## src/design/pale_pkg.sv

```systemverilog
`timescale 1ns / 1ps
`default_nettype none
// ----------------------------------------------------------------------------
// pale_pkg
// Shared widths and types for the polygon area, length and extent block.
// ----------------------------------------------------------------------------
package pale_pkg;
  localparam int COORD_BITS = 24;
  localparam int DIFF_BITS  = COORD_BITS + 1;
  localparam int SQ_BITS    = 2 * DIFF_BITS;       // dx^2 + dy^2, even width
  localparam int ROOT_BITS  = (SQ_BITS + 1) / 2;
  localparam int REM_BITS   = ROOT_BITS + 2;
  localparam int NCELL      = ROOT_BITS;
  localparam int AREA_BITS  = 64;
  localparam int LEN_BITS   = 48;
  localparam int EXT_BITS   = 24;

  // Data handed from one root cell to the next.
  typedef struct packed {
    logic                 vld;
    logic [SQ_BITS-1:0]   rad;
    logic [REM_BITS-1:0]  rem;
    logic [ROOT_BITS-1:0] root;
    logic                 last;
  } sqrt_word_t;
endpackage
`default_nettype wire

```

## src/design/pale_root_cell.sv

```systemverilog
`timescale 1ns / 1ps
`default_nettype none
// ----------------------------------------------------------------------------
// pale_root_cell
// One step of a restoring square root: takes two radicand bits and decides
// one root bit, then hands the word to the next cell.
// ----------------------------------------------------------------------------
module pale_root_cell (
  input  wire logic                clk,
  input  wire logic                rst,
  input  wire logic                en,
  input  wire pale_pkg::sqrt_word_t din,
  output pale_pkg::sqrt_word_t     dout
);
  import pale_pkg::*;

  logic [REM_BITS-1:0] rem_sh;
  logic [REM_BITS-1:0] trial;
  logic                take;
  sqrt_word_t          dnext;

  always_comb begin
    rem_sh = {din.rem[REM_BITS-3:0], din.rad[SQ_BITS-1:SQ_BITS-2]};
    trial  = {din.root, 2'b01};
    take   = rem_sh >= trial;
    dnext  = din;
    dnext.rad  = {din.rad[SQ_BITS-3:0], 2'b00};
    dnext.rem  = take ? rem_sh - trial : rem_sh;
    dnext.root = {din.root[ROOT_BITS-2:0], take};
  end

  always_ff @(posedge clk) begin
    if (rst) begin
      dout.vld <= 1'b0;
    end else if (en) begin
      dout.vld <= din.vld;
    end
    if (en) begin
      dout.rad  <= dnext.rad;
      dout.rem  <= dnext.rem;
      dout.root <= dnext.root;
      dout.last <= dnext.last;
    end
  end
endmodule
`default_nettype wire

```

## config.mk

```make
export PLATFORM = sky130hd
export DESIGN_NAME = pale_root_cell
export DESIGN_NICKNAME = d
export VERILOG_FILES = /design/src/design/pale_pkg.sv /design/src/design/pale_root_cell.sv
export SDC_FILE = /design/constraint.sdc
export NUM_CORES = 1
export LEC_CHECK = 0
export BUFFER_PORTS_ARGS = -buffer_cell sky130_fd_sc_hd__buf_4
export CAP_MARGIN = 40
export CORE_ASPECT_RATIO = 1.5
export CORE_MARGIN = 2
export CORE_UTILIZATION = 44
export DETAILED_ROUTE_END_ITERATION = 10
export GPL_ROUTABILITY_DRIVEN = 0
export GPL_TIMING_DRIVEN = 0
export HOLD_SLACK_MARGIN = 0.1
export PLACE_DENSITY_LB_ADDON = 0.12
export SYNTH_ARGS = -nofsm -noshare
export SYNTH_HDL_FRONTEND = slang
export SYNTH_SLANG_ARGS = --single-unit
```

## constraint.sdc

```tcl
create_clock -name clk -period 3.05 [get_ports clk]
set_input_delay 0.4575 -clock clk [delete_from_list [all_inputs] [get_ports clk]]
set_output_delay 0.4575 -clock clk [all_outputs]
set_load 0.05 [all_outputs]
```

Yosys cells after proc, flatten, opt, wreduce, memory -nomap -nowiden --
Cells that the tools add are included.
Word-level totals: logic and storage cells 8, output and inout port bits 104, input port bits 107, ROM bits 0, memories kept 0, register bits 102, memory bits (writable) 0, latch bits 0
Cells by class: $mul 0, shift-type cells 0, div/mod/pow operators 0, equal/unequal tests 0, bitwise operators 0, magnitude comparators 1, add/sub/neg operators 1, muxes and demuxes 1, reduce and logical (&&, ||, !) cells 0
Operators with widths (number):
- 27-bit greater-or-equal comparator | 1
- 27-bit 2-to-1 mux | 1
- 27-bit subtractor | 1

Longest topological paths before layout --
Gate-level depths: netlist (run 1).
word-level depth 2, depth in mapped cells 12, depth with buffers taken out 10

Worst setup path after synthesis (run 1) --
No wires, ideal clock.
kind input-to-reg, from input din[3] in the netlist's numbering, to register dout[31] in the netlist's numbering, data pin, path slack -0.025 ns, data required time 2.790 ns, buffers on the path 1, stages on the path 11, data arrival time 2.814 ns, setup time 0.260 ns, cells stage by stage inv_1 -> ha_1 -> or3_1 -> o221a_2 -> nor4_4 -> nor2_2 -> a311oi_4 -> o21a_4 -> inv_6 -> buf_12 -> mux2_4
RTL lines:
- start, declared | line pale_root_cell.sv:12 | input wire pale_pkg::sqrt_word_t din,
- end, declared | line pale_root_cell.sv:13 | output pale_pkg::sqrt_word_t dout

==> reports/qor.csv, run 1 <==
metric;value;unit
run_status;complete, no violations;
p_per_area;580;mW/mm²
antenna_found_initial;0;
cts_root_buffer;clkbuf_16;
finClkSkew;0;ns
start_util;0.446;
ir_drop;0.000297;V
clk_latency;0.34;ns
fp.coreArea;0.0114;mm²
fin_crit;2.93;ns
antenna_cells;0;
dr.pass1.iters;4;
seq_area_frac_synth;0.599;
cts_sinks;102;
dpl_cell_area;0.00687;mm²
io_pins;211;
syn-instance-count;371;
async_flop_share;0;
largest_reg_flops;102;
tns;0;ns
finalSetupViolCount;0;
filler_cell_count;988;
num_vias;3807;
ys_seq_elements;102;
hold_buffers;0;
dieArea;0.0125;mm²
wl_per_cell;15.5;µm
drt_iter0_markers;221;
die-height;136;µm
switchingPower;1400;µW
power_frac_comb;0.318;
nets;726;
synth_edf_count;101;
synth_cell_type_count;56;
largest_register;dout;
grt_usage;0.184;
slew_viol_final;0;
p_int;2780;µW
die_w;91.9;µm
period_share;0.962;
pwr-share-seq;0.416;
cts_made_buffers;9;
clk_transition_reported_paths;0.07;ns
crit_arrival;3.02;ns
critPathKind;in -> reg;
syn2layout_area_growth;41.4;%
synth_area;0.00509;mm²
ys_warn_count;0;
synth_area_per_cell;13.7;µm²
grt_pass1_vias;3795;
p_clk_frac;0.266;
post-dp-hpwl;9020;µm
maxCapViolCount;0;
fmax;0.341;GHz
drt_wl_total;11600;µm
tightest_slew;0.633;ns
start_kind;primary input;
viasPerCell;5.10;
port_buffers;206;
pre_cts_ws;-0.468;ns
finalHoldViolCount;0;
globalRoute.totalOverflow;0;
drive_gt1_frac;0.444;
crit_required;3.14;ns
total_power;4180;µW
top_regs;dout (102);
swShare;0.335;
end_kind;flip-flop;
htreeDepth;3;
ys.flop_type;edfxtp_1;
worstPathMaxFanout;10;
whs;0.268;ns
setup_ws;0.115;ns
cts_tree;yes;
drc_errors;0;
max_slew_margin;0.578;
cts_buffer_depth;2;
grt_max_degree;59;
design_area;0.00720;mm²
min_path_type;in -> reg;
p_leak;0.00319;µW
grt_pass1_wl;18100;µm
ant_nets;0;
num_rows;48;
-- per-stage QoR --
step / std cells / util
6_report: 747 / 0.631
4_1_cts: 746 / 0.629
2_1_floorplan: 372 / -
5_1_grt: 747 / 0.631
3_3_place_gp: 728 / 0.600
3_5_place_dp: 729 / 0.602
-- power groups by stage --
stage                     combinational, µW  clock, µW  sequential [µW]
final                                  1330       1110             1740
after floorplan                         417          0             2240
after detailed placement               1320          0             1770
after CTS                              1320       1150             1740
after global routing                   1410       1200             1750
after global placement                 1300          0             1770
-- placed cells by master (no fill, tap or decap), types with 4 or more instances in the layout --
master / synthesis / layout
and3_1: 10 / 10
edfxtp_1: 101 / 101
a21o_1: 12 / 12
ha_1: 27 / 26
clkbuf_16: 0 / 9
nand3_1: 9 / 9
o21ai_0: 15 / 15
and2_1: 5 / 5
xor2_1: 4 / 4
mux2_4: 17 / 17
buf_4: 2 / 212
nor2_1: 7 / 7
inv_1: 31 / 31
o22ai_1: 4 / 4
o211ai_1: 8 / 8
a21oi_1: 24 / 23
xnor2_1: 16 / 16
nand2_1: 13 / 13
o21a_1: 7 / 7
o31ai_1: 4 / 4
-- layer usage --
layer  wire, µm  vias to the layer above  track usage
li1           -                     1845            -
met2       6440                      134        0.349
met5          0                        -            0
met3        774                       13       0.0423
met4        221                        0       0.0647
met1       4180                     1815        0.198
-- cells by family after synthesis --
family / share of synthesized area
AO/OA/AOI/OAI: 0.128
XOR/XNOR: 0.0344
adder cells (fa/ha/maj): 0.0663
buffers and inverters: 0.0376
flip-flops: 0.599
multiplexers: 0.0607
other: 0.000736
AND/OR/NAND/NOR: 0.0732
-- cells in the mapped netlist (all sizes together) (9+ instances only) --
cell type | count | area share
ha | 27 | 0.066
nand2 | 13 | 0.0096
xnor2 | 16 | 0.028
mux2 | 20 | 0.057
a21oi | 24 | 0.024
o21ai | 15 | 0.015
inv | 32 | 0.025
nand3 | 9 | 0.0088
a21o | 12 | 0.018
edfxtp | 101 | 0.60
and3 | 10 | 0.012
-- worst max-delay path, stage by stage --
cell	delay, ns
buf_4	0.08
inv_1	0.04
ha_1	0.23
or3_1	0.41
o221a_4	0.25
nor4_4	0.35
nor2_2	0.13
a311oi_4	0.34
o21a_4	0.23
inv_6	0.06
buf_12	0.15
mux2_4	0.29
-- cell type report --
class / count / area (µm²) / share of cell area
well taps: 150 / 188 / 0.0261
multi-input cells: 231 / 1880 / 0.261
clock inverters: 7 / 66.3 / 0.00921
repair buffers: 211 / 1600 / 0.223
flip-flops and latches: 102 / 3050 / 0.424
clock buffers: 9 / 225 / 0.0313
inverters: 32 / 125 / 0.0174
plain buffers: 5 / 58.8 / 0.00817
-- what timing repair did --
item	in CTS	in global routing
resized for setup	1	2
cloned	0	0
pin swaps	1	3
buffers inserted	1	3
endpoints found under the setup margin	17	18
-- path summary, 6_finish.rpt --
path                                 from         to  slack [ns]  cells past startpoint
worst min register to register  dout[103]  dout[103]        0.52                      2
worst min-delay path                  rst  dout[103]        0.27                      2
worst max register to register  dout[103]  dout[103]        2.46                      2
worst max-delay path               din[1]   dout[45]        0.12                     12
Note: power is estimated with default switching activity, not from simulation.
==> run 2: changes to the inputs <==
==> config.mk (replaced) <==
export PLATFORM = sky130hd
export DESIGN_NAME = pale_root_cell
export DESIGN_NICKNAME = d
export VERILOG_FILES = /design/src/design/pale_pkg.sv /design/src/design/pale_root_cell.sv
export SDC_FILE = /design/constraint.sdc
export NUM_CORES = 1
export LEC_CHECK = 0
export CAP_MARGIN = 40
export CORE_ASPECT_RATIO = 1.1
export CORE_MARGIN = 2
export CORE_UTILIZATION = 57
export DETAILED_ROUTE_END_ITERATION = 10
export DONT_BUFFER_PORTS = 1
export GPL_ROUTABILITY_DRIVEN = 0
export GPL_TIMING_DRIVEN = 0
export HOLD_SLACK_MARGIN = 0.1
export PLACE_DENSITY_LB_ADDON = 0.12
export REMOVE_ABC_BUFFERS = 1
export SYNTH_ARGS = -nofsm -noshare
export SYNTH_HDL_FRONTEND = slang
export SYNTH_SLANG_ARGS = --single-unit
==> reports/qor.csv, run 2 (same netlist as run 1, synthesis figures left out) <==
metric;value;unit;change
antenna_found_initial;0;;unchanged
p_per_area;664;mW/mm²;+14%
grt_pass1_wl;15200;µm;-16%
rr_worst_depth;2;;unchanged
rsz0062_at_grt;no;;
p_leak;0.00211;µW;-34%
nets;513;;-29%
largest_reg_flops;102;;unchanged
drive_gt1_frac;0.125;;-0.319
finClkSkew;0;ns;unchanged
cp_cell_sequence;inv_1 > ha_1 > or3_1 > o221a_2 > nor4_4 > nor2_2 > a311oi_4 > o21a_4 > inv_6 > mux2_4;;
crit_slowest_cell;a311oi_4;;
ant_nets;0;;unchanged
crit_arrival;3.02;ns;about the same
viasPerCell;5.95;;+17%
cts_made_buffers;9;;unchanged
dr.pass1.iters;4;;unchanged
r2r-start;dout[103];;
cts_tree;yes;;
whs;0.154;ns;-0.114 ns
tns;0;ns;unchanged
post-dp-hpwl;8230;µm;-8.8%
start_kind;primary input;;
rrSetupSlack;2.12;ns;-0.34 ns
route.top_layer_used;met4;;
setup_ws;0.151;ns;+0.0357 ns
tightest_slew;0.542;ns;-0.0903 ns
crit_required;3.17;ns;+0.03 ns
fin_crit;2.90;ns;-0.0357 ns
final_cell_mix;101 x edfxtp_1, 31 x inv_1, 27 x ha_1, 24 x a21oi_1, 17 x mux2_4;;
wl_per_cell;21.8;µm;+40%
ir_drop;0.000335;V;+13%
globalRoute.totalOverflow;0;;unchanged
crit_path_start;din[3];;
start_util;0.580;;+0.134
clk_transition_reported_paths;0.09;ns;+0.02 ns
critPathKind;in -> reg;;
drt_iter0_markers;175;;-21%
grt_max_degree;103;;+75%
worstPathMaxFanout;23;;+13
dpl_cell_area;0.00517;mm²;-25%
clk_latency;0.36;ns;+0.02 ns
htreeDepth;3;;unchanged
cts_root_buffer;clkbuf_8;;
finalHoldViolCount;0;;unchanged
path_buf_inv;2;;-2
met3_length;1080;µm;+39%
end_kind;flip-flop;;
top_regs;dout (102);;
crit_cells;10;;-2
cpPeakStageDelay;0.43;ns;+0.02 ns
hold_buffers;0;;unchanged
final_common_cell;edfxtp_1;;
max_slew_margin;0.636;;+0.0574
num_vias;2964;;-22%
die-height;103;µm;-24%
finalSetupViolCount;0;;unchanged
dr_wl_met2;5350;µm;-17%
die_w;94.1;µm;+2.5%
crit_end;dout[36];;
cts_sinks;102;;unchanged
met1_length;4150;µm;-0.69%
dieArea;0.00971;mm²;-22%
drt_wl_total;10800;µm;-6.6%
critPathTopFamily;compound AO/OA/AOI/OAI gates;;
period_share;0.951;;-0.0117
fmax;0.345;GHz;+1.2%
io_pins;211;;unchanged
num_rows;36;;-25%
filler_cell_count;666;;-33%
min_path_type;in -> reg;;
drc_errors;0;;unchanged
pre_cts_ws;-0.399;ns;+0.0682 ns
slew_viol_final;0;;unchanged
antenna_cells;0;;unchanged
run_status;complete, no violations;;
design_area;0.00540;mm²;-25%
grt_usage;0.212;;+0.0283
syn2layout_area_growth;6.02;%;
port_buffers;0;;-100%
cts_buffer_depth;2;;unchanged
maxCapViolCount;0;;unchanged
fp.coreArea;0.00878;mm²;-23%
largest_register;dout;;
r2r-end;dout[103];;
grt_pass1_vias;2860;;-25%
==> run 2: cell count changes in the layout (fill, tap and decap cells not counted), moves of 2 or more <==
cell,delta
buf_4,-209
clkbuf_16,-9
buf_12,-2
clkbuf_8,+10
==> run 2: worst min path at each step <==
stage	depth (start not counted)	endpoint	start	slack, ns
final	1	dout[103]	rst	0.15
after global routing	1	dout[103]	rst	0.14
after global placement	1	dout[103]	rst	0.53
after detailed placement	1	dout[103]	rst	0.53
after floorplan	1	dout[103]	rst	0.53
after CTS	1	dout[103]	rst	0.14
==> run 2: layout make-up <==
class	instances	area [µm²]	share of cell area
clock inverters	4	52.6	0.00973
multi-input cells	231	1860	0.344
inverters	32	125	0.0232
well taps	114	143	0.0264
clock buffers	12	145	0.0269
flip-flops and latches	102	3050	0.565
repair buffers	3	22.5	0.00417
==> run 2: power breakdown <==
part	internal [µW]	switching (µW)
Sequential	1710	525
Combinational	237	247
Clock	408	452
Total	2360	1220
==> run 2: worst register-to-register path: cells and delay by family (launching register included) <==
| kind | cells | cell delay [ns] |
|---|---|---|
| DFF | 1 | 0.65 |
| muxes | 1 | 0.13 |
| and+or+nand+nor | 1 | 0.10 |
==> run 2: layer usage <==
layer	vias up	global-route usage
met1	1389	0.235
met4	0	0.0936
met2	143	0.358
li1	1414	-
met3	18	0.0914
met5	-	0
==> run 2: what timing repair did <==
item / in CTS / in global routing
resized for setup: 1 / 0
pin swaps: 0 / 1
endpoints found under the setup margin: 17 / 20
buffers inserted: 0 / 3
==> run 2: metrics by stage <==
step | cells | utilization | total power (µW)
3_3_place_gp | 479 | 0.589 | 2730
5_1_grt | 498 | 0.615 | 3720
2_1_floorplan | 365 | - | 2640
6_report | 498 | 0.615 | 3580
3_5_place_dp | 479 | 0.589 | 2750
4_1_cts | 495 | 0.612 | 3600
==> run 3: changes to the inputs <==
--- a/config.mk
+++ b/config.mk
@@ -7,8 +7,8 @@
 export LEC_CHECK = 0
 export CAP_MARGIN = 40
 export CORE_ASPECT_RATIO = 1.1
-export CORE_MARGIN = 2
 export CORE_UTILIZATION = 57
+export CTS_CLUSTER_SIZE = 10
 export DETAILED_ROUTE_END_ITERATION = 10
 export DONT_BUFFER_PORTS = 1
 export GPL_ROUTABILITY_DRIVEN = 0
==> reports/qor.csv, run 3 (same netlist as run 1, synthesis figures left out) <==
metric;value;unit;change
antenna_cells;0;;unchanged
grt_max_degree;103;;unchanged
drive_gt1_frac;0.130;;+0.00487
cts_root_buffer;clkbuf_8;;
met1_length;4360;µm;+5.0%
post-dp-hpwl;8040;µm;-2.3%
dr_wl_met2;5170;µm;-3.3%
cts_made_buffers;9;;unchanged
min_path_type;in -> reg;;
antenna_found_initial;0;;unchanged
whs;0.146;ns;-0.00850 ns
ir_drop;0.000267;V;-20%
syn2layout_area_growth;5.94;%;about the same
crit_arrival;3.06;ns;+0.04 ns
clk_transition_reported_paths;0.11;ns;+0.02 ns
worstPathMaxFanout;23;;unchanged
critPathKind;in -> reg;;
wl_per_cell;21.8;µm;-0.16%
start_util;0.596;;+0.0166
drc_errors;0;;unchanged
switchingPower;1280;µW;+4.9%
rr_worst_depth;2;;unchanged
die-height;101;µm;-1.9%
period_share;0.964;;+0.0132
globalRoute.totalOverflow;0;;unchanged
hold_buffers;0;;unchanged
fin_crit;2.94;ns;+0.0402 ns
tightest_slew;0.603;ns;+0.0604 ns
nets;514;;+0.19%
pre_cts_ws;-0.347;ns;+0.0525 ns
cts_sinks;102;;unchanged
dr.pass1.iters;4;;unchanged
htreeDepth;3;;unchanged
largest_reg_flops;102;;unchanged
fmax;0.340;GHz;-1.4%
swShare;0.361;;+0.0190
p_clk_frac;0.234;;-0.006
die_w;92.1;µm;-2.1%
grt_pass1_vias;2939;;+2.8%
maxCapViolCount;0;;unchanged
cts_tree;yes;;
crit_required;3.17;ns;about the same
port_buffers;0;;unchanged
top_regs;dout (102);;
drt_wl_total;10800;µm;-0.56%
finalSetupViolCount;0;;unchanged
start_kind;primary input;;
finalHoldViolCount;0;;unchanged
final_common_cell;edfxtp_1;;
max_slew_margin;0.595;;-0.0406
largest_register;dout;;
filler_cell_count;648;;-2.7%
clk_latency;0.37;ns;about the same
met3_length;1010;µm;-6.6%
ant_nets;0;;unchanged
fp.coreArea;0.00854;mm²;-2.8%
pwr-share-seq;0.629;;+0.004
dieArea;0.00932;mm²;-4.0%
p_int;2280;µW;-3.6%
grt_pass1_wl;16200;µm;+6.2%
finClkSkew;0;ns;unchanged
viasPerCell;6.04;;+1.5%
final_cell_mix;101 x edfxtp_1, 31 x inv_1, 27 x ha_1, 24 x a21oi_1, 17 x mux2_4;;
total_power;3560;µW;-0.68%
setup_ws;0.111;ns;-0.0402 ns
min_path_cells;1;;unchanged
p_leak;0.00211;µW;about the same
power_frac_comb;0.137;;+0.002
num_rows;35;;-2.8%
num_vias;2997;;+1.1%
grt_usage;0.234;;+0.0211
run_status;complete, no violations;;
slew_viol_final;0;;unchanged
p_per_area;660;mW/mm²;-0.61%
tns;0;ns;unchanged
cts_buffer_depth;2;;unchanged
io_pins;211;;unchanged
drt_iter0_markers;162;;-7.4%
route.top_layer_used;met4;;
rsz0062_at_grt;no;;
end_kind;flip-flop;;
## run 3: cell count changes in the layout (fill, tap and decap cells not counted), sizes merged
cell	before	now
buf	3	4
clkbuf	12	10
inv	34	37
bufinv	1	0
## run 3: cell type report
cell class / instances / area [µm²] / share of cell area
clock buffer: 10 / 128 / 0.0236
clock inverter: 6 / 62.6 / 0.0116
inverter: 32 / 125 / 0.0232
multi-input combinational: 231 / 1860 / 0.345
sequential: 102 / 3050 / 0.566
tap: 111 / 139 / 0.0257
timing repair buffer: 4 / 30.0 / 0.00556
## run 3: timing repair
action,in CTS,in global routing
endpoints found under the hold margin,0,0
setup buffers,0,4
setup endpoints to repair,0,21
gates resized for setup,0,1
## run 3: power groups by stage
stage / combinational, µW / sequential [µW] / clock (µW)
detailed placement: 474 / 2270 / 0
CTS: 477 / 2240 / 850
floorplan: 397 / 2240 / 0
global placement: 465 / 2270 / 0
global route: 540 / 2250 / 901
finish: 488 / 2240 / 831
## run 3: per-stage QoR
step                instance area (µm²)   util  std cells
floorplan                          5030      -        365
global placement                   5170  0.605        476
detailed placement                 5170  0.605        476
CTS                                5360  0.628        492
global route                       5400  0.632        496
finish                             5400  0.632        496
## run 3: worst paths after layout
check            start   endpoint  slack (ns)
max            din[13]   dout[39]        0.11
min                rst  dout[103]        0.15
max reg2reg  dout[103]  dout[103]        2.11
min reg2reg  dout[103]  dout[103]        0.77
## run 3: critical path, cell delays in order
cell and delay, ns:
inv_1 0.02, ha_1 0.33, a21oi_1 0.26, o21ai_0 0.15, a311oi_1 0.49, o22ai_1 0.20
a311oi_4 0.44, o21a_4 0.24, inv_6 0.13, mux2_4 0.32
## run 3: routing by layer
metal,track usage,vias to the layer above
met3,0.0841,19
met5,0,-
li1,-,1418
met4,0.0938,0
met2,0.373,148
met1,0.293,1412
